$ cat src/hdl/wheel_soft_start_stall_restart_core_macros.svh
// Assertion macros for the wheel soft start core.
// Included by the top level; relies on clk and arst_n being in scope.
`ifndef WHEEL_SOFT_START_STALL_RESTART_CORE_MACROS_SVH
`define WHEEL_SOFT_START_STALL_RESTART_CORE_MACROS_SVH

// same-cycle implication
`define WSSR_ASSERT_NOW(label, ante, cons, msg) \
	label: assert property (@(posedge clk) disable iff (!arst_n) (ante) |-> (cons)) \
		else $error(msg);

// next-cycle implication
`define WSSR_ASSERT_NEXT(label, ante, cons, msg) \
	label: assert property (@(posedge clk) disable iff (!arst_n) (ante) |=> (cons)) \
		else $error(msg);

`endif

$ cat src/hdl/wssr_pkg.sv
// Package for the wheel soft start core: register indexes, constants,
// configuration and state records. No dependencies.
package wssr_pkg;

	localparam int unsigned CFG_IDX_W  = 3;
	localparam int unsigned CFG_DATA_W = 10;

	localparam logic [9:0] PWM_TOP       = 10'd800;
	localparam logic [9:0] LOCKOUT_MAX   = 10'd1023;
	localparam logic [7:0] STEP_TIMER_RST = 8'd30;

	localparam logic [5:0] RAMP_STEP_RST  = 6'd5;
	localparam logic [7:0] STEP_DELAY_RST = 8'd30;
	localparam logic [9:0] LOCKOUT_RST    = 10'd750;
	localparam logic [5:0] REACH_BAND_RST = 6'd5;
	localparam logic [5:0] DEAD_SPEED_RST = 6'd3;

	typedef enum logic [CFG_IDX_W-1:0] {
		REG_RAMP_STEP       = 3'd0,
		REG_STEP_DELAY      = 3'd1,
		REG_RESTART_LOCKOUT = 3'd2,
		REG_REACH_BAND      = 3'd3,
		REG_DEAD_SPEED      = 3'd4
	} reg_idx_t;

	typedef struct packed {
		logic [5:0] ramp_step;
		logic [7:0] step_delay;
		logic [9:0] restart_lockout;
		logic [5:0] reach_band;
		logic [5:0] dead_speed;
	} cfg_t;

	typedef struct packed {
		logic [9:0] ramp_command;
		logic [7:0] step_timer;
		logic       start_flag;
		logic       speed_up_flag;
		logic       slow_down_flag;
		logic       reached_flag;
		logic       stall_flag;
		logic [9:0] lockout_timer;
		logic       prev_enable;
	} wheel_state_t;

endpackage

$ cat src/hdl/wssr_cfg.sv
// Configuration register file of the wheel soft start core.
// Depends on wssr_pkg.
module wssr_cfg import wssr_pkg::*; (
	input  logic                  clk,
	input  logic                  arst_n,
	input  logic                  wr_en,
	input  logic [CFG_IDX_W-1:0]  wr_index,
	input  logic [CFG_DATA_W-1:0] wr_data,
	output cfg_t                  cfg
);

	cfg_t cfg_q;

	always_ff @(posedge clk or negedge arst_n) begin
		if (!arst_n) begin
			cfg_q.ramp_step       <= RAMP_STEP_RST;
			cfg_q.step_delay      <= STEP_DELAY_RST;
			cfg_q.restart_lockout <= LOCKOUT_RST;
			cfg_q.reach_band      <= REACH_BAND_RST;
			cfg_q.dead_speed      <= DEAD_SPEED_RST;
		end else if (wr_en) begin
			case (wr_index)
				REG_RAMP_STEP:       cfg_q.ramp_step       <= wr_data[5:0];
				REG_STEP_DELAY:      cfg_q.step_delay      <= wr_data[7:0];
				REG_RESTART_LOCKOUT: cfg_q.restart_lockout <= wr_data[9:0];
				REG_REACH_BAND:      cfg_q.reach_band      <= wr_data[5:0];
				REG_DEAD_SPEED:      cfg_q.dead_speed      <= wr_data[5:0];
				default: ;
			endcase
		end
	end

	assign cfg = cfg_q;

endmodule

$ cat src/hdl/wssr_tick.sv
// Next-state logic for one control tick: ramp, lockout, reach and stall.
// Depends on wssr_pkg.
module wssr_tick import wssr_pkg::*; (
	input  cfg_t         cfg,
	input  wheel_state_t cur,
	input  logic         wheel_enable,
	input  logic [9:0]   target_speed,
	input  logic [9:0]   measured_speed,
	output wheel_state_t nxt
);

	always_comb begin
		wheel_state_t s;
		logic [9:0]   tgt;
		logic         up;
		s   = cur;
		tgt = (target_speed > PWM_TOP) ? PWM_TOP : target_speed;
		up  = 1'b0;

		if (!wheel_enable) begin
			s.ramp_command   = '0;
			s.start_flag     = 1'b0;
			s.speed_up_flag  = 1'b0;
			s.slow_down_flag = 1'b0;
			s.stall_flag     = 1'b0;
			s.lockout_timer  = '0;
		end else begin
			if (!cur.prev_enable) s.start_flag = 1'b1;
			if (s.ramp_command < tgt) s.speed_up_flag = 1'b1;
			if (s.ramp_command > tgt) s.slow_down_flag = 1'b1;

			if ((s.start_flag || s.speed_up_flag || s.slow_down_flag) && s.step_timer != '0)
				s.step_timer = s.step_timer - 8'd1;

			if (s.stall_flag) begin
				if (s.lockout_timer != LOCKOUT_MAX) s.lockout_timer = s.lockout_timer + 10'd1;
				if (s.lockout_timer < cfg.restart_lockout) begin
					s.ramp_command = '0;
				end else begin
					s.speed_up_flag = 1'b1;
					s.stall_flag    = 1'b0;
				end
				if ({measured_speed, 1'b0} > {1'b0, tgt}) s.stall_flag = 1'b0;
			end

			if (!s.stall_flag && s.step_timer == '0) begin
				up = s.start_flag || s.speed_up_flag;
				if (up && s.ramp_command < tgt) begin
					if ((tgt - s.ramp_command) < {4'b0, cfg.ramp_step})
						s.ramp_command = tgt;
					else
						s.ramp_command = s.ramp_command + {4'b0, cfg.ramp_step};
					s.step_timer = cfg.step_delay;
				end else if (s.slow_down_flag && s.ramp_command > tgt) begin
					if ((s.ramp_command - tgt) < {4'b0, cfg.ramp_step})
						s.ramp_command = tgt;
					else
						s.ramp_command = s.ramp_command - {4'b0, cfg.ramp_step};
					s.step_timer = cfg.step_delay;
				end else if (up) begin
					s.start_flag    = 1'b0;
					s.speed_up_flag = 1'b0;
				end else if (s.slow_down_flag) begin
					s.slow_down_flag = 1'b0;
				end
			end
		end

		if ((11'(measured_speed) + 11'(cfg.reach_band)) > 11'(tgt) &&
		    11'(measured_speed) < (11'(tgt) + 11'(cfg.reach_band)))
			s.reached_flag = 1'b1;

		if (wheel_enable && s.reached_flag && measured_speed < 10'(cfg.dead_speed) &&
		    !s.speed_up_flag && !s.stall_flag) begin
			s.stall_flag    = 1'b1;
			s.lockout_timer = '0;
		end

		s.prev_enable = wheel_enable;
		nxt = s;
	end

endmodule

$ cat src/hdl/wheel_soft_start_stall_restart_core.sv
// Channel   | handshake                  | payload
// tick      | tick_valid / tick_stall    | wheel_enable, target_speed, measured_speed
// result    | result_valid / result_stall| pwm_compare, command_speed, target_reached, restarting
// cfg       | cfg_valid / cfg_ready      | cfg_index, cfg_data
// One item per cycle sustained while the result is not stalled; an accepted item goes
// through the input register, then the state update into the result register.
// Reset puts the wheel state to its reset values and loads the register defaults; no clearing pass.
// A stalled result holds the pipeline; the input register then raises tick_stall.
// Top level of the wheel soft start core; depends on wssr_pkg, wssr_cfg, wssr_tick
// and the macros header.
`include "wheel_soft_start_stall_restart_core_macros.svh"

module wheel_soft_start_stall_restart_core import wssr_pkg::*; (
	input  logic                  clk,
	input  logic                  arst_n,
	input  logic                  tick_valid,
	output logic                  tick_stall,
	input  logic                  wheel_enable,
	input  logic [9:0]            target_speed,
	input  logic [9:0]            measured_speed,
	output logic                  result_valid,
	input  logic                  result_stall,
	output logic [9:0]            pwm_compare,
	output logic [9:0]            command_speed,
	output logic                  target_reached,
	output logic                  restarting,
	input  logic                  cfg_valid,
	output logic                  cfg_ready,
	input  logic [CFG_IDX_W-1:0]  cfg_index,
	input  logic [CFG_DATA_W-1:0] cfg_data
);

	cfg_t         cfg;
	wheel_state_t state_q;
	wheel_state_t state_nxt;

	logic       valid_s1;
	logic       en_s1;
	logic [9:0] tgt_s1;
	logic [9:0] meas_s1;

	logic       valid_s2;
	logic [9:0] pwm_s2;
	logic [9:0] cmd_s2;
	logic       reached_s2;
	logic       stall_s2;

	logic advance;
	logic take;

	assign cfg_ready = 1'b1;

	wssr_cfg u_cfg (
		.clk      (clk),
		.arst_n   (arst_n),
		.wr_en    (cfg_valid),
		.wr_index (cfg_index),
		.wr_data  (cfg_data),
		.cfg      (cfg)
	);

	wssr_tick u_tick (
		.cfg            (cfg),
		.cur            (state_q),
		.wheel_enable   (en_s1),
		.target_speed   (tgt_s1),
		.measured_speed (meas_s1),
		.nxt            (state_nxt)
	);

	assign advance    = !valid_s2 || !result_stall;
	assign tick_stall = valid_s1 && !advance;
	assign take       = tick_valid && !tick_stall;

	always_ff @(posedge clk or negedge arst_n) begin
		if (!arst_n) begin
			valid_s1 <= 1'b0;
		end else if (advance || !valid_s1) begin
			valid_s1 <= tick_valid;
		end
	end

	always_ff @(posedge clk) begin
		if (take) begin
			en_s1   <= wheel_enable;
			tgt_s1  <= target_speed;
			meas_s1 <= measured_speed;
		end
	end

	always_ff @(posedge clk or negedge arst_n) begin
		if (!arst_n) begin
			state_q <= '{
				ramp_command:   '0,
				step_timer:     STEP_TIMER_RST,
				start_flag:     1'b0,
				speed_up_flag:  1'b0,
				slow_down_flag: 1'b0,
				reached_flag:   1'b0,
				stall_flag:     1'b0,
				lockout_timer:  '0,
				prev_enable:    1'b0
			};
			valid_s2 <= 1'b0;
		end else if (advance) begin
			valid_s2 <= valid_s1;
			if (valid_s1) state_q <= state_nxt;
		end
	end

	always_ff @(posedge clk) begin
		if (advance && valid_s1) begin
			pwm_s2     <= PWM_TOP - state_nxt.ramp_command;
			cmd_s2     <= state_nxt.ramp_command;
			reached_s2 <= state_nxt.reached_flag;
			stall_s2   <= state_nxt.stall_flag;
		end
	end

	assign result_valid   = valid_s2;
	assign pwm_compare    = pwm_s2;
	assign command_speed  = cmd_s2;
	assign target_reached = reached_s2;
	assign restarting     = stall_s2;

	`WSSR_ASSERT_NOW(a_pwm_sum, valid_s2, (11'(pwm_s2) + 11'(cmd_s2)) == 11'(PWM_TOP), "pwm and command do not sum to top")
	`WSSR_ASSERT_NOW(a_cmd_range, valid_s2, cmd_s2 <= PWM_TOP, "command above top")
	`WSSR_ASSERT_NOW(a_stall_enabled, state_q.stall_flag, state_q.prev_enable, "stall pending while disabled")
	`WSSR_ASSERT_NEXT(a_reached_sticky, state_q.reached_flag, state_q.reached_flag, "reached flag dropped")
	`WSSR_ASSERT_NEXT(a_item_moves, valid_s1 && advance, valid_s2, "item lost between stages")

endmodule
$ cat config.mk
export PLATFORM = sky130hd
export DESIGN_NAME = wheel_soft_start_stall_restart_core
export DESIGN_NICKNAME = d
export VERILOG_FILES = /design/src/hdl/wssr_pkg.sv /design/src/hdl/wssr_cfg.sv /design/src/hdl/wssr_tick.sv /design/src/hdl/wheel_soft_start_stall_restart_core.sv
export VERILOG_INCLUDE_DIRS = /design/src /design/src/hdl
export SDC_FILE = /design/constraint.sdc
export NUM_CORES = 1
export LEC_CHECK = 0
export BUFFER_PORTS_ARGS = -buffer_cell sky130_fd_sc_hd__buf_2
export CAP_MARGIN = 20
export CORE_AREA = 2 2 156 158
export DETAILED_ROUTE_END_ITERATION = 8
export DIE_AREA = 0 0 158 160
export HOLD_SLACK_MARGIN = 0.15
export PLACE_DENSITY = 0.6
export RECOVER_POWER = 25
export SLEW_MARGIN = 25
export SYNTH_ARGS = -nofsm -noshare
export SYNTH_HDL_FRONTEND = slang
export SYNTH_SLANG_ARGS = --single-unit
$ cat constraint.sdc
create_clock -name clk -period 13.7 [get_ports clk]
set_input_delay 0.685 -clock clk [delete_from_list [all_inputs] [get_ports clk]]
set_output_delay 0.685 -clock clk [all_outputs]
set_load 0.005 [all_outputs]
# After elaboration in Yosys (flattened, before gate mapping)
# Cells that the tools add are included.
[totals] in_bits=39 elab_cells=122 out_inout_bits=25 regBits=115
[classes] muxes=36 eq_ne=6 reduce_logical=36 addsub=9 magnitude_cmp=12
[ops] op="$mux W10" n=10
[ops] op="$mux W11" n=4
[ops] op="$mux W18" n=2
[ops] op="$lt A10 B10 Y1" n=3
[ops] op="$lt A10 B6 Y1" n=3
[ops] op="$add A10 B6 Y11" n=2
[ops] op="$gt A11 B10 Y1" n=2
[ops] op="$mux W21" n=1
[ops] op="$gt A10 B10 Y1" n=2
[ops] op="$sub A10 B10 Y10" n=2
[ops] op="$mux W8" n=2
[ops] op="$mux W1" n=13
[ops] op="$logic_and A1 B1 Y1" n=12
[ops] op="$reduce_and A2 Y1" n=6
[ops] op="$lt A10 B11 Y1" n=1
[ops] op="$add A10 B1 Y10 const B" n=1
[ops] op="$add A10 B6 Y10" n=1
[ops] op="$gt A10 B10 Y1 const B" n=1
[ops] op="$ne A10 B10 Y1 const B" n=1
[ops] op="$sub A10 B10 Y10 const A" n=1
[ops] op="$sub A10 B6 Y10" n=1
[ops] op="$mux W3" n=3
[ops] op="$logic_not A1 Y1" n=8
[ops] op="$logic_not A8 Y1" n=1
[ops] op="10 further kinds" n=16

# Depth between registers and ports, before layout
[depth] ltp_word=20 mapped_depth=36 depth_no_buf=34

# Cells and area by module
# Synthesis repeated with hierarchy kept, for this count alone.
[hier_totals] hier_cells=949 hier_area_um2=9500.4
[modules_own_cells] mod="wssr_tick" instances=1 area_each_um2=5253.8 seq_area_each_um2=0.0 cells_each=719
[modules_own_cells] mod="wheel_soft_start_stall_restart_core" instances=1 area_each_um2=2819.0 seq_area_each_um2=2167.1 cells_each=150
[modules_own_cells] mod="wssr_cfg" instances=1 area_each_um2=1427.6 seq_area_each_um2=922.1 cells_each=80

# Worst setup path after synthesis
# OpenSTA, ideal clock, no wires.
[synth_timing] kind="register to register" from="register state_q[1] in the netlist's numbering" to="register pwm_s2[9], in the netlist pwm_compare[9], data pin" setup_time_ns=0.268 synth_period_minus_slack_ns=6.889 path_buffers=2 t_arrival_ns=6.621 path_slack_ns=6.811 t_required_ns=13.432 path_stages_with_launch=32 path_cell_list="dfrtp_1 -> ha_1 -> nand3_1 -> nor2_1 -> nand3_1 -> mux2_2 -> ha_1 -> or4b_1 -> mux2i_1 -> o211ai_2 -> and2_1 -> inv_1 -> ha_1 -> inv_1 -> fa_1 -> a211oi_2 -> nor2_1 -> xor2_1 -> ha_1 -> a21o_1 -> a2111oi_0 -> o211a_1 -> o2111ai_1 -> nor4_1 -> buf_4 -> buf_4 -> mux2i_1 -> o22ai_1 -> a32oi_1 -> nand2_1 -> o311ai_2 -> xor2_1"
[synth_between] elab_chain_len=16 word_cells_on_any_way=36 classes_between="add/sub: 6; order compare: 5; eq/ne: 1; mux: 19; reduce/logical: 5"
[synth_lines] element="start: declaration" line="wheel_soft_start_stall_restart_core.sv:34" rtl="wheel_state_t state_q;"
[synth_lines] element="start signal: assignment" line="wheel_soft_start_stall_restart_core.sv:93" rtl="state_q <= '{"
[synth_lines] element="start signal: assignment" line="wheel_soft_start_stall_restart_core.sv:107" rtl="if (valid_s1) state_q <= state_nxt;"
[synth_lines] element="$add A10 B1 Y10 or $ne A10 B10 Y1 (tied branches)" line="wssr_tick.sv:36" rtl="if (s.lockout_timer != LOCKOUT_MAX) s.lockout_timer = s.lockout_timer + 10'd1;"
[synth_lines] element="$mux W10 *" line="wssr_tick.sv:36"
[synth_lines] element="$mux W10 *" line="wssr_tick.sv:35" rtl="if (s.stall_flag) begin"
[synth_lines] element="$mux W10 *" line="wssr_tick.sv:20" rtl="if (!wheel_enable) begin"
[synth_lines] element="$lt A10 B10 Y1 *" line="wssr_tick.sv:37" rtl="if (s.lockout_timer < cfg.restart_lockout) begin"
[synth_lines] element="$mux W10" line="wssr_tick.sv:37"
[synth_lines] element="$mux W10" line="wssr_tick.sv:35"
[synth_lines] element="$mux W10" line="wssr_tick.sv:20"
[synth_lines] element="$sub A10 B10 Y10" line="wssr_tick.sv:55" rtl="if ((s.ramp_command - tgt) < {4'b0, cfg.ramp_step})"
[synth_lines] element="$lt A10 B6 Y1" line="wssr_tick.sv:55"
[synth_lines] element="$mux W10" line="wssr_tick.sv:55"
[synth_lines] element="$mux W18" line="wssr_tick.sv:54" rtl="end else if (s.slow_down_flag && s.ramp_command > tgt) begin"
[synth_lines] element="$mux W18" line="wssr_tick.sv:48" rtl="if (up && s.ramp_command < tgt) begin"
[synth_lines] element="$mux W21 *" line="wssr_tick.sv:46" rtl="if (!s.stall_flag && s.step_timer == '0) begin"
[synth_lines] element="$mux W10 *" line="wssr_tick.sv:20"
[synth_lines] element="$sub A10 B10 Y10 *" line="wheel_soft_start_stall_restart_core.sv:113" rtl="pwm_s2 <= PWM_TOP - state_nxt.ramp_command;"
[synth_lines] element="end signal: assignment" line="wheel_soft_start_stall_restart_core.sv:113"
[synth_lines] element="end: declaration" line="wheel_soft_start_stall_restart_core.sv:43" rtl="logic [9:0] pwm_s2;"
# Every way passes the cells marked *; elsewhere a longest branch is shown, timed or not. The select of a mux whose other input is x is not followed.
# A chain may end at the register's enable or synchronous reset.

# Final worst setup path
[layout_timing] from="register state_q[1] in the netlist's numbering" to="register pwm_s2[8], in the netlist pwm_compare[8], data pin"
# The elaborated chain is that of the path after synthesis.

==> metrics.txt <==
fraction of the mapped netlist area in simple logic gates=16.18%; Synth Area in XOR/XNOR=4.062%; Comb pwr share=32.7%; Mapped Area=0.009273 mm^2; Resized Gates After CTS=0; register bit total from synthesis=114; max_slew headroom=-160.7%; Mapped Nets=between 1000 and 1500; Post-DRT Antenna Nets=0; Post-synth EDFFs=42; pin count of the biggest net entering global routing=73; leakage=0.004605 uW; Synth Flop Type=dfrtp_1; io pins=64; Syn Area/Cell=9.329 um^2; drt initial violations=around 560; P_sw=about 470 uW; vias in the first global route=7353; class of the worst hold path=input port to register; met2 Track Usage GR=roughly a third; MaxCap Viol Count=1; failing checks=max-capacitance violations, max-slew violations; max-slew violations=73; Finished Cell Area=0.01048 mm^2; Clk network pwr share=between 30% and 40%; Net Sw Frac=35.27%; Final HPWL DP=approximately 19000 um; DP Worst Slack=5473 ps; clk sinks=114; Critical Path Source=state_q[1]; wire per inst=~18 um; Clock Skew=12.75 ps; Achievable Freq=0.1186 GHz; crit share post-route=61.54%; r2r worst-path depth=32; # Post-CTS Setup Buffers=0; DR pass1 iterations=5; unrepaired setup endpoints after global routing=false; Synth-to-Final Area Change=13.02%; most used cell along the critical path=ha_1; Die ar.=about 0.025 mm^2; met3 Use GR=4.043%; worst r2r src=state_q[1]; placed cell areas=0.009892 mm^2; ys async rst share=63.16%; largest family of logic cells by synthesized area=compound AO/OA/AOI/OAI gates; final hold violation count=0; Filler Cell Count=2365; Net count, final=~1200; cts bufs inserted=17; Clock Latency Late Sink=around 430 ps; Flop pwr share=~34%; pwr/cell area=128.0 mW/mm^2; Tmin final=about 8400 ps; grt peak-use layer=met2; Crit. End Element=register; peak per-stage delay on the critical path=660 ps; Synth Instances=994; Worst EP arrival=8600 ps; Post-Route Setup TNS=0 ps; Crit-path slowest cell=o211ai_2; critical path peak fanout=17; GR Util All Layers=between 20% and 30%; Die Wd=about 160 um; post-synthesis mux area share=4.008%; H-tree levels=4; Startpoint Class=register; cts-stage hold buffer count=0; Placer Congestion=0.8750; Final setup viols=0; Setup WS post-layout=5269 ps; Vert. Die Dim=160 um; Congestion Overflow GR=0; sequential area share after synthesis=33.32%; status=finished, violations left; IO buf count=62; GR Layer Usage met1=27.93%; std cell rows=57; PnR Total Power=1341 uW; Synth Area in Compound Gates=21.44%; Worst-Margin Slew=around 3900 ps; initial core utilization=38.93%; post-synthesis adder-cell area fraction=16.14%; Via density=5.591; worst vdd ir=a little under 90 uV; Clock transition at path regs=60 ps; Antenna diodes=0; Reg2Reg Setup Slack=5270 ps; layout cells sized above 1=16.46%; Worst setup endpoint=pwm_compare[8]; DR DRC count=0; routed vias=7755; Crit Path Category=register to register; initial antenna violation count=0; first-pass GRT wire length=about 40000 um; internal cell power=868.1 uW; maximum buffer depth of the clock tree=2; worst path required time=13870 ps; Root Driver=clkbuf_16; final wirelength=25120 um; hold_sp=measured_speed[4]; core footprint=0.02382 mm^2; Synth cell types=86; CTS tree=yes; Yosys warnings=0; FF-to-FF End=pwm_compare[8]
cells by family after synthesis:
group           count (synthesis)
xor+xnor                       43
simple gates                  288
mux                            34
other cells                     1
buf+inv                       110
compound gates                288
flops                         114
fa+ha+maj                     116
synth_stat cells (21+ instances only):
cell      instances  area [um^2]
a21oi_1          62        310.3
o21ai_0          67        335.3
ha_1            110         1376
inv_1            77        289.0
edfxtp_1         42         1261
xnor2_1          32        280.3
nand2_1          87        326.6
nor2_1           56        210.2
dfrtp_1          51         1276
a21o_1           25        187.7
nand3_1          27        135.1
mux2_2           25        281.5
dfstp_2          21        551.8
placed cells by master (no fill, tap or decap), drive strengths merged, types with 19 or more instances in the layout:
| cell | Yosys | layout |
|---|---|---|
| a211oi | 19 | 19 |
| a21o | 25 | 25 |
| a21oi | 63 | 63 |
| buf | 13 | 67 |
| clkbuf | 18 | 22 |
| dfrtp | 51 | 51 |
| dfstp | 21 | 21 |
| edfxtp | 42 | 42 |
| ha | 110 | 110 |
| inv | 79 | 86 |
| mux2 | 25 | 25 |
| nand2 | 87 | 87 |
| nand3 | 28 | 28 |
| nor2 | 57 | 57 |
| o21ai | 70 | 70 |
| xnor2 | 32 | 32 |
metrics by stage:
step	std cells	util, %	hold slack, ps
final	1387	44.00	431.9
after CTS	1387	43.99	421.4
after detailed placement	1355	41.53	477.9
after floorplan	994	-	389.4
after global placement	1355	41.53	468.9
after global routing	1387	44.00	417.1
power groups by stage:
stage          combinational (uW)  clock (uW)  sequential, uW
4_1_cts                       437         450             461
3_3_place_gp                  430           0             467
3_5_place_dp                  433           0             468
5_1_grt                       495         464             468
2_1_floorplan                 332           0             449
6_report                      438         441             462
worst max-delay path, delay by kind of cell, from the launching register on:
| kind | cells | cell delay, ps |
|---|---|---|
| buf+inv | 2 | 310 |
| compound gates | 10 | 2690 |
| simple gates | 11 | 2350 |
| fa+ha+maj | 5 | 1520 |
| flops | 1 | 420 |
| xor+xnor | 3 | 410 |
| mux | 1 | 440 |
worst min path at each step:
stage | cells after the start | slack (ps) | to
2_1_floorplan | 0 | 390 | result_valid
3_3_place_gp | 1 | 470 | state_q[12]
5_1_grt | 1 | 420 | meas_s1[4]
3_5_place_dp | 1 | 480 | state_q[12]
4_1_cts | 1 | 420 | meas_s1[4]
6_report | 1 | 430 | meas_s1[4]
sequential cells by signal, summed over array words and instances, names as in the netlist:
name,flops
u_cfg.cfg,36
state_q,34
meas_s1,10
pwm_compare,10
tgt_s1,10
command_speed,9
en_s1,1
restarting,1
result_valid,1
target_reached,1
valid_s1,1
layer usage:
metal	share of wire, %	vias to the layer above
met5	0	-
met4	3.0	0
met3	4.6	52
met2	46	249
met1	46	3685
li1	-	3769
final cells by class:
cell class / count / area [um^2] / share of cell area [%]
inverter: 79 / 296.5 / 2.829
clock inverter: 11 / 83.83 / 0.7999
timing repair buffer: 68 / 354.1 / 3.379
sequential: 114 / 3089 / 29.48
clock buffer: 21 / 503.0 / 4.799
tap: 324 / 405.4 / 3.868
multi-input combinational: 770 / 5748 / 54.85
No activity file was read; power rests on OpenSTA's default activity.
